--- src/design/tpss_pkg.sv ---
`timescale 1ns / 1ps
`default_nettype none
// ----------------------------------------------------------------------------
// tpss_pkg: shared types and constants for the touch pen sample sequencer
// Field widths, command and mode codes, and the item and result structs.
// ----------------------------------------------------------------------------
package tpss_pkg;

    // Number of X/Y pairs summed per press, and sample width kept
    localparam int SAMPLES     = 4;
    localparam int SAMPLE_BITS = 10;

    localparam int SMP_W = 10;                       // conversion field width
    localparam int ACC_W = 12;                       // accumulator / event width
    localparam int CNT_W = $clog2(SAMPLES + 1);      // counts up to SAMPLES

    localparam logic [SMP_W-1:0] SAMPLE_MASK = SMP_W'((1 << SAMPLE_BITS) - 1);
    localparam logic [CNT_W-1:0] SAMPLE_LAST = CNT_W'(SAMPLES);

    // Stream widths: payload packed from bit 0, padded to whole bytes
    localparam int IN_DATA_BITS  = 1 + 2 * SMP_W;
    localparam int IN_TDATA_W    = ((IN_DATA_BITS + 7) / 8) * 8;
    localparam int OUT_DATA_BITS = 2 + 1 + 1 + 2 * ACC_W + 1;
    localparam int OUT_TDATA_W   = ((OUT_DATA_BITS + 7) / 8) * 8;

    typedef enum logic [1:0] {
        CMD_PEN_IRQ  = 2'd0,
        CMD_ADC_DONE = 2'd1,
        CMD_READ     = 2'd2
    } cmd_t;

    typedef enum logic [1:0] {
        MODE_WAIT_DOWN = 2'd0,
        MODE_AUTO      = 2'd1,
        MODE_WAIT_UP   = 2'd2,
        MODE_KEEP      = 2'd3
    } mode_t;

    typedef struct packed {
        cmd_t             command;
        logic             pen_up;
        logic [SMP_W-1:0] x_sample;
        logic [SMP_W-1:0] y_sample;
    } item_t;

    typedef struct packed {
        mode_t            panel_mode;
        logic             start_conversion;
        logic             event_valid;
        logic             event_press;
        logic [ACC_W-1:0] event_x;
        logic [ACC_W-1:0] event_y;
        logic             readable;
    } result_t;

endpackage
`default_nettype wire

--- src/design/tpss_in_reg.sv ---
`timescale 1ns / 1ps
`default_nettype none
// ----------------------------------------------------------------------------
// tpss_in_reg: input register
// Captures one command transaction; holds it until the core consumes it.
// ----------------------------------------------------------------------------
module tpss_in_reg
    import tpss_pkg::*;
(
    input  wire logic                  clk,
    input  wire logic                  rst_n,
    input  wire logic                  s_axis_tvalid,
    output logic                       s_axis_tready,
    input  wire logic [IN_TDATA_W-1:0] s_axis_tdata,
    input  wire logic [1:0]            s_axis_tuser,
    input  wire logic                  advance,
    output logic                       item_valid,
    output item_t                      item
);

    logic  valid_reg;
    item_t item_reg;

    assign s_axis_tready = !valid_reg || advance;
    assign item_valid    = valid_reg;
    assign item          = item_reg;

    always_ff @(posedge clk or negedge rst_n)
    begin
        if (!rst_n)
        begin
            valid_reg <= 1'b0;
        end
        else if (s_axis_tready)
        begin
            valid_reg <= s_axis_tvalid;
        end
    end

    always_ff @(posedge clk)
    begin
        if (s_axis_tvalid && s_axis_tready)
        begin
            item_reg.command  <= cmd_t'(s_axis_tuser);
            item_reg.pen_up   <= s_axis_tdata[0];
            item_reg.x_sample <= s_axis_tdata[SMP_W:1];
            item_reg.y_sample <= s_axis_tdata[2*SMP_W:SMP_W+1];
        end
    end

endmodule
`default_nettype wire

--- src/design/tpss_core.sv ---
`timescale 1ns / 1ps
`default_nettype none
// ----------------------------------------------------------------------------
// tpss_core: sequencer state and per-command step logic
// Holds ADC ownership, accumulators, latched sums and pending events.
// ----------------------------------------------------------------------------
module tpss_core
    import tpss_pkg::*;
(
    input  wire logic  clk,
    input  wire logic  rst_n,
    input  wire logic  fire,
    input  wire item_t item,
    output result_t    result
);

    logic             adc_owned_reg,       adc_owned_next;
    logic [CNT_W-1:0] sample_count_reg,    sample_count_next;
    logic [ACC_W-1:0] x_accum_reg,         x_accum_next;
    logic [ACC_W-1:0] y_accum_reg,         y_accum_next;
    logic [ACC_W-1:0] x_latched_reg,       x_latched_next;
    logic [ACC_W-1:0] y_latched_reg,       y_latched_next;
    logic             press_pending_reg,   press_pending_next;
    logic             release_pending_reg, release_pending_next;

    logic [ACC_W-1:0] x_sum;
    logic [ACC_W-1:0] y_sum;
    logic [CNT_W-1:0] count_inc;

    assign x_sum     = x_accum_reg + {{(ACC_W-SMP_W){1'b0}}, item.x_sample & SAMPLE_MASK};
    assign y_sum     = y_accum_reg + {{(ACC_W-SMP_W){1'b0}}, item.y_sample & SAMPLE_MASK};
    assign count_inc = sample_count_reg + 1'b1;

    always_comb
    begin
        adc_owned_next       = adc_owned_reg;
        sample_count_next    = sample_count_reg;
        x_accum_next         = x_accum_reg;
        y_accum_next         = y_accum_reg;
        x_latched_next       = x_latched_reg;
        y_latched_next       = y_latched_reg;
        press_pending_next   = press_pending_reg;
        release_pending_next = release_pending_reg;

        result.panel_mode       = MODE_KEEP;
        result.start_conversion = 1'b0;
        result.event_valid      = 1'b0;
        result.event_press      = 1'b0;
        result.event_x          = '0;
        result.event_y          = '0;

        case (item.command)
            CMD_PEN_IRQ:
            begin
                if (!item.pen_up)
                begin
                    adc_owned_next          = 1'b1;
                    result.panel_mode       = MODE_AUTO;
                    result.start_conversion = 1'b1;
                end
                else
                begin
                    adc_owned_next       = 1'b0;
                    release_pending_next = 1'b1;
                    sample_count_next    = '0;
                    x_accum_next         = '0;
                    y_accum_next         = '0;
                    result.panel_mode    = MODE_WAIT_DOWN;
                end
            end
            CMD_ADC_DONE:
            begin
                if (adc_owned_reg && (sample_count_reg < SAMPLE_LAST))
                begin
                    if (count_inc < SAMPLE_LAST)
                    begin
                        sample_count_next       = count_inc;
                        x_accum_next            = x_sum;
                        y_accum_next            = y_sum;
                        result.panel_mode       = MODE_AUTO;
                        result.start_conversion = 1'b1;
                    end
                    else
                    begin
                        // last pair: latch sums, raise press, restart accumulation
                        x_latched_next     = x_sum;
                        y_latched_next     = y_sum;
                        press_pending_next = 1'b1;
                        sample_count_next  = '0;
                        x_accum_next       = '0;
                        y_accum_next       = '0;
                        result.panel_mode  = MODE_WAIT_UP;
                    end
                end
            end
            CMD_READ:
            begin
                if (press_pending_reg)
                begin
                    press_pending_next = 1'b0;
                    result.event_valid = 1'b1;
                    result.event_press = 1'b1;
                    result.event_x     = x_latched_reg;
                    result.event_y     = y_latched_reg;
                end
                else if (release_pending_reg)
                begin
                    release_pending_next = 1'b0;
                    result.event_valid   = 1'b1;
                    result.event_x       = x_latched_reg;
                    result.event_y       = y_latched_reg;
                end
            end
            default:
            begin
            end
        endcase

        result.readable = press_pending_next || release_pending_next;
    end

    always_ff @(posedge clk or negedge rst_n)
    begin
        if (!rst_n)
        begin
            adc_owned_reg       <= 1'b0;
            sample_count_reg    <= '0;
            x_accum_reg         <= '0;
            y_accum_reg         <= '0;
            x_latched_reg       <= '0;
            y_latched_reg       <= '0;
            press_pending_reg   <= 1'b0;
            release_pending_reg <= 1'b0;
        end
        else if (fire)
        begin
            adc_owned_reg       <= adc_owned_next;
            sample_count_reg    <= sample_count_next;
            x_accum_reg         <= x_accum_next;
            y_accum_reg         <= y_accum_next;
            x_latched_reg       <= x_latched_next;
            y_latched_reg       <= y_latched_next;
            press_pending_reg   <= press_pending_next;
            release_pending_reg <= release_pending_next;
        end
    end

endmodule
`default_nettype wire

--- src/design/tpss_out_reg.sv ---
`timescale 1ns / 1ps
`default_nettype none
// ----------------------------------------------------------------------------
// tpss_out_reg: result register
// Holds one result transaction until the master side takes it.
// ----------------------------------------------------------------------------
module tpss_out_reg
    import tpss_pkg::*;
(
    input  wire logic                   clk,
    input  wire logic                   rst_n,
    input  wire logic                   load,
    input  wire result_t                result,
    output logic                        free,
    output logic                        m_axis_tvalid,
    input  wire logic                   m_axis_tready,
    output logic [OUT_TDATA_W-1:0]      m_axis_tdata,
    output logic                        m_axis_tuser
);

    logic    valid_reg;
    result_t result_reg;

    assign free          = !valid_reg || m_axis_tready;
    assign m_axis_tvalid = valid_reg;
    assign m_axis_tuser  = result_reg.event_press;
    assign m_axis_tdata  = {
        (OUT_TDATA_W - OUT_DATA_BITS)'(0),
        result_reg.readable,
        result_reg.event_y,
        result_reg.event_x,
        result_reg.event_valid,
        result_reg.start_conversion,
        result_reg.panel_mode
    };

    always_ff @(posedge clk or negedge rst_n)
    begin
        if (!rst_n)
        begin
            valid_reg <= 1'b0;
        end
        else if (free)
        begin
            valid_reg <= load;
        end
    end

    always_ff @(posedge clk)
    begin
        if (load)
        begin
            result_reg <= result;
        end
    end

endmodule
`default_nettype wire

--- src/design/touch_pen_sample_sequencer.sv ---
`timescale 1ns / 1ps
`default_nettype none
// ----------------------------------------------------------------------------
// touch_pen_sample_sequencer: resistive touch panel sample sequencer
// Pen interrupts, ADC completions and event reads in; one result per command.
// ----------------------------------------------------------------------------
//
//  channel   dir  tdata                                         tuser
//  --------  ---  --------------------------------------------  -----------
//  s_axis    in   [0] pen_up [10:1] x_sample [20:11] y_sample   command
//  m_axis    out  [1:0] panel_mode [2] start_conversion         event_press
//                 [3] event_valid [15:4] event_x
//                 [27:16] event_y [28] readable
//
//  Every command transaction yields exactly one result transaction.
//  Commands pass through the input register, then the step logic into the result
//  register. Throughput is one transaction per cycle while the result side is not
//  stalled; the step is a 12-bit add pair plus a small counter compare.
//  Reset (rst_n low, async) clears ownership, counters, sums and events.
//  A stalled result holds the result register; one more command waits in
//  the input register before s_axis_tready drops.
//
module touch_pen_sample_sequencer
    import tpss_pkg::*;
(
    input  wire logic                   clk,
    input  wire logic                   rst_n,
    input  wire logic                   s_axis_tvalid,
    output logic                        s_axis_tready,
    input  wire logic [IN_TDATA_W-1:0]  s_axis_tdata,   // pen_up, x_sample, y_sample
    input  wire logic [1:0]             s_axis_tuser,   // command
    output logic                        m_axis_tvalid,
    input  wire logic                   m_axis_tready,
    output logic [OUT_TDATA_W-1:0]      m_axis_tdata,   // panel_mode, start_conversion,
                                                        // event_valid, event_x, event_y,
                                                        // readable
    output logic                        m_axis_tuser    // event_press
);

    logic    item_valid;
    item_t   item;
    result_t result;
    logic    out_free;
    logic    advance;

    // item moves from the input register into the result register
    assign advance = item_valid && out_free;

    tpss_in_reg u_in_reg (
        .clk           (clk),
        .rst_n         (rst_n),
        .s_axis_tvalid (s_axis_tvalid),
        .s_axis_tready (s_axis_tready),
        .s_axis_tdata  (s_axis_tdata),
        .s_axis_tuser  (s_axis_tuser),
        .advance       (advance),
        .item_valid    (item_valid),
        .item          (item)
    );

    // state commits in the same cycle the result is loaded
    tpss_core u_core (
        .clk    (clk),
        .rst_n  (rst_n),
        .fire   (advance),
        .item   (item),
        .result (result)
    );

    tpss_out_reg u_out_reg (
        .clk           (clk),
        .rst_n         (rst_n),
        .load          (advance),
        .result        (result),
        .free          (out_free),
        .m_axis_tvalid (m_axis_tvalid),
        .m_axis_tready (m_axis_tready),
        .m_axis_tdata  (m_axis_tdata),
        .m_axis_tuser  (m_axis_tuser)
    );

`ifndef SYNTH
    // a held command behind a stalled result must block the slave side
    assert property (@(posedge clk) disable iff (!rst_n)
        (item_valid && m_axis_tvalid && !m_axis_tready) |-> !s_axis_tready)
        else $error("slave ready while both stages are full");

    // a command that advances shows up as a result on the next cycle
    assert property (@(posedge clk) disable iff (!rst_n)
        advance |=> m_axis_tvalid)
        else $error("advanced command produced no result");

    // an accepted command is held in the input register
    assert property (@(posedge clk) disable iff (!rst_n)
        (s_axis_tvalid && s_axis_tready) |=> item_valid)
        else $error("accepted command lost");

    // a returned event never carries a mode change
    assert property (@(posedge clk) disable iff (!rst_n)
        (m_axis_tvalid && m_axis_tdata[3]) |-> (m_axis_tdata[1:0] == MODE_KEEP))
        else $error("event result with mode change");
`endif

endmodule
`default_nettype wire
--- config.mk ---
export PLATFORM = sky130hd
export DESIGN_NAME = touch_pen_sample_sequencer
export DESIGN_NICKNAME = d
export VERILOG_FILES = /design/src/design/tpss_pkg.sv /design/src/design/tpss_in_reg.sv /design/src/design/tpss_core.sv /design/src/design/tpss_out_reg.sv /design/src/design/touch_pen_sample_sequencer.sv
export SDC_FILE = /design/constraint.sdc
export NUM_CORES = 1
export LEC_CHECK = 0
export BUFFER_PORTS_ARGS = -buffer_cell sky130_fd_sc_hd__buf_2
export CAP_MARGIN = 10
export CORE_UTILIZATION = 37
export DETAILED_ROUTE_END_ITERATION = 16
export PLACE_DENSITY_LB_ADDON = 0.25
export SYNTH_ARGS = -nofsm -noshare
export SYNTH_HDL_FRONTEND = slang
export SYNTH_HIERARCHICAL = 1
export SYNTH_SLANG_ARGS = --single-unit
--- constraint.sdc ---
create_clock -name clk -period 3.37 [get_ports clk]
set_input_delay 0 -clock clk [delete_from_list [all_inputs] [get_ports clk]]
set_output_delay 0 -clock clk [all_outputs]
set_load 0.005 [all_outputs]
==> impl_metrics.env <==
export IMPL_status="finished, final reports clean"
export IMPL_met3_usage_pct=3.04
export IMPL_grt_pass1_vias=3476
export IMPL_relSlewSlack_pct=44.8
export IMPL_wl_per_cell_um=14.5
export IMPL_power_density_nw_per_um2=704
export IMPL_ys_flop_type="dfrtp_1"
export IMPL_post_cts_resized=0
export IMPL_drv_cap=0
export IMPL_arrival_ps=2650
export IMPL_drive_gt1_share_pct=15.7
export IMPL_grt_pass1_wl_um=17300
export IMPL_rsz0062_at_grt="false"
export IMPL_area_growth_pct=20.9
export IMPL_start_util_pct=37.9
export IMPL_clock_path_buffers=2
export IMPL_r2r_end="u_core/x_accum_reg[8]"
export IMPL_post_cts_setup_buffers=0
export IMPL_yosysWarningCount=6
export IMPL_end_kind="flop"
export IMPL_slew_violations=0
export IMPL_post_synth_cell_area_avg_um2=11.4
export IMPL_synth_top_cell_by_area="edfxtp_1"
export IMPL_h_tree_depth=3
export IMPL_die_x_um=118
export IMPL_reg2regPathDepth=7
export IMPL_critical_path_required_ps=3580
export IMPL_path_max_fanout=20
export IMPL_diodes=0
export IMPL_tns_ps=0
export IMPL_nNetsFinal=580
export IMPL_antenna_found_initial=0
export IMPL_finalSetupViolCount=0
export IMPL_gp_congestion=0.811
export IMPL_clockRootBuffer="clkbuf_16"
export IMPL_fin_skew_ps=12.2
export IMPL_synth_most_common_cell="nand2_1"
export IMPL_viasPerCell=4.95
export IMPL_cts_tree="done"
export IMPL_power_w=0.00427
export IMPL_dr_first_iter_drc_count=221
export IMPL_grt_overflow_total=0
export IMPL_grt_most_used_layer="met2"
export IMPL_ys_seq_area_share_pct=59.2
export IMPL_synth_area_um2=5020
export IMPL_met1_usage_pct=22.1
export IMPL_clk_latency_ps=350
export IMPL_synthTopCellsByArea="edfxtp_1 (32%), dfrtp_1 (27%), ha_1 (6.0%)"
export IMPL_power_share_clock_pct=25.0
export IMPL_core_um2=13200
export IMPL_ant_nets=0
export IMPL_clkTransAtPathRegs_ps=80
export IMPL_hold_path_class="input pin to async pin"
export IMPL_seq_power_share_pct=43.7
export IMPL_worst_pin_slew_ps=828
export IMPL_switching_share_pct=33.4
export IMPL_criticalPathCategory="flop to flop"
export IMPL_clkSinkCount=108
export IMPL_synth_top_area_share_pct=31.7
export IMPL_via_count=3489
export IMPL_ir_drop_mv=0.287
export IMPL_synth_edf_count=53
export IMPL_io_buffers=58
export IMPL_synthArstFlopShare_pct=50.9
export IMPL_finalWirelength_um=10300
export IMPL_hold_violations=0
export IMPL_p_switching_w=0.00143
export IMPL_r2r_start="u_in_reg/item[21]"
export IMPL_cp_start_kind="flop"
export IMPL_synth_commonest_cells="nand2_1 (56), dfrtp_1 (55), edfxtp_1 (53)"
export IMPL_cts_buffers=9
export IMPL_share_comb_of_total_power_pct=31.3
export IMPL_synth_seq_cells=108
export IMPL_die_h_um=118
export IMPL_drc=0
export IMPL_drt_first_pass_iters=4
export IMPL_grt_util_met2_pct=24.1
export IMPL_fin_crit_sh_pct=72.2
export IMPL_num_rows=42
export IMPL_postLayoutCoreUtil_pct=45.8
export IMPL_internal_power_w=0.00285
export IMPL_dieArea_um2=14000
export IMPL_ys_types=48
export IMPL_hpwl_um=7140
export IMPL_cellLeakagePower_nw=2.67
export IMPL_fmax_mhz=411
export IMPL_boundaryPins=65
export IMPL_grt_max_degree=39
export IMPL_largest_register_ffs=29
export IMPL_grt_usage_pct=15.7
export IMPL_netlist_instances=439
export IMPL_post_route_min_period_ps=2430
export IMPL_reg2reg_slack_ps=940
[worst max path at each step]
stage | start | end | slack (ps) | cells past startpoint
floorplan | u_out_reg/m_axis_tvalid | u_core/x_latched_reg[8] | 780 | 7
global placement | u_in_reg/item[21] | u_core/x_accum_reg[8] | 1040 | 7
detailed placement | u_in_reg/item[21] | u_core/x_accum_reg[8] | 960 | 7
CTS | u_in_reg/item[21] | u_core/x_accum_reg[8] | 950 | 7
global route | u_in_reg/item[22] | u_core/x_accum_reg[8] | 790 | 7
finish | u_in_reg/item[21] | u_core/x_accum_reg[8] | 940 | 7
[per-layer routing]
metal	part of all wire [%]	wire length, um
met2	44	4560
met5	0	0
met4	1.3	137
met1	51	5230
met3	3.2	330
[critical path, stage by stage, from the launching register on]
cell,delay (ps)
edfxtp_1,350
inv_1,60
ha_1,290
nand2b_1,220
nand2_1,140
or3_1,720
a221oi_1,370
nand3_1,130
[placed cells by master, fill, tap and decap left out, types with 3 or more instances in the layout]
cell type       n
buf_2          58
nand2_1        56
dfrtp_1        55
edfxtp_1       53
o21ai_1        35
and2_1         27
dlygate4sd3_1  26
ha_1           24
nor2_1         19
a21oi_1        18
inv_1          13
a21o_1         11
o21a_1         10
clkbuf_16       9
nor3_1          8
xor2_1          8
buf_4           7
nor2b_1         7
a31oi_1         6
nand3_1         6
o31ai_1         6
o211ai_1        5
o21ai_0         5
xnor2_1         5
nand4_1         4
nand2b_1        3
or2_1           3
o2111ai_1       3
o22ai_1         3
a22o_1          3
conb_1          3
[metrics by stage]
step	std cells	instance area [um2]	worst slack, ps	hold WS, ps
finish	705	6070	936	211
global route	705	6070	787	267
CTS	705	6070	953	240
detailed placement	663	5500	961	74.4
global placement	663	5500	1040	74.5
floorplan	441	5020	780	-296
[what timing repair did]
item	in CTS	in global routing
hold buffers	26	0
endpoints found under the hold margin	50	0
endpoints found under the setup margin	0	0
[cell type report]
type	count	area (um2)
Inverter	13	48.8
Tap cell	176	220
Clock buffer	11	243
Timing Repair Buffer	91	603
Clock inverter	5	60.1
Sequential cell	108	2970
Multi-Input combinational cell	301	1920
Fill cell	1271	7180
[cell families (layout without fill, tap and decap cells)]
| group | after synthesis | count (layout) | synth area share, % |
|---|---|---|---|
| buffers and inverters | 32 | 120 | 2.67 |
| flip-flops | 108 | 108 | 59.2 |
| multiplexers | 1 | 1 | 0.200 |
| AND/OR/NAND/NOR | 143 | 143 | 14.3 |
| XOR/XNOR | 13 | 13 | 2.27 |
| adder cells (fa/ha/maj) | 26 | 26 | 6.78 |
| other | 1 | 3 | 0.0747 |
| AO/OA/AOI/OAI | 115 | 115 | 14.5 |
[power by group through the flow]
| stage | clock, W | sequential, W | combinational, W |
|---|---|---|---|
| floorplan | 0 | 0.00184 | 0.000963 |
| global placement | 0 | 0.00188 | 0.00127 |
| detailed placement | 0 | 0.00189 | 0.00130 |
| CTS | 0.00110 | 0.00187 | 0.00133 |
| global route | 0.00116 | 0.00191 | 0.00150 |
| finish | 0.00107 | 0.00187 | 0.00134 |
(Power assumes the default switching activity.)
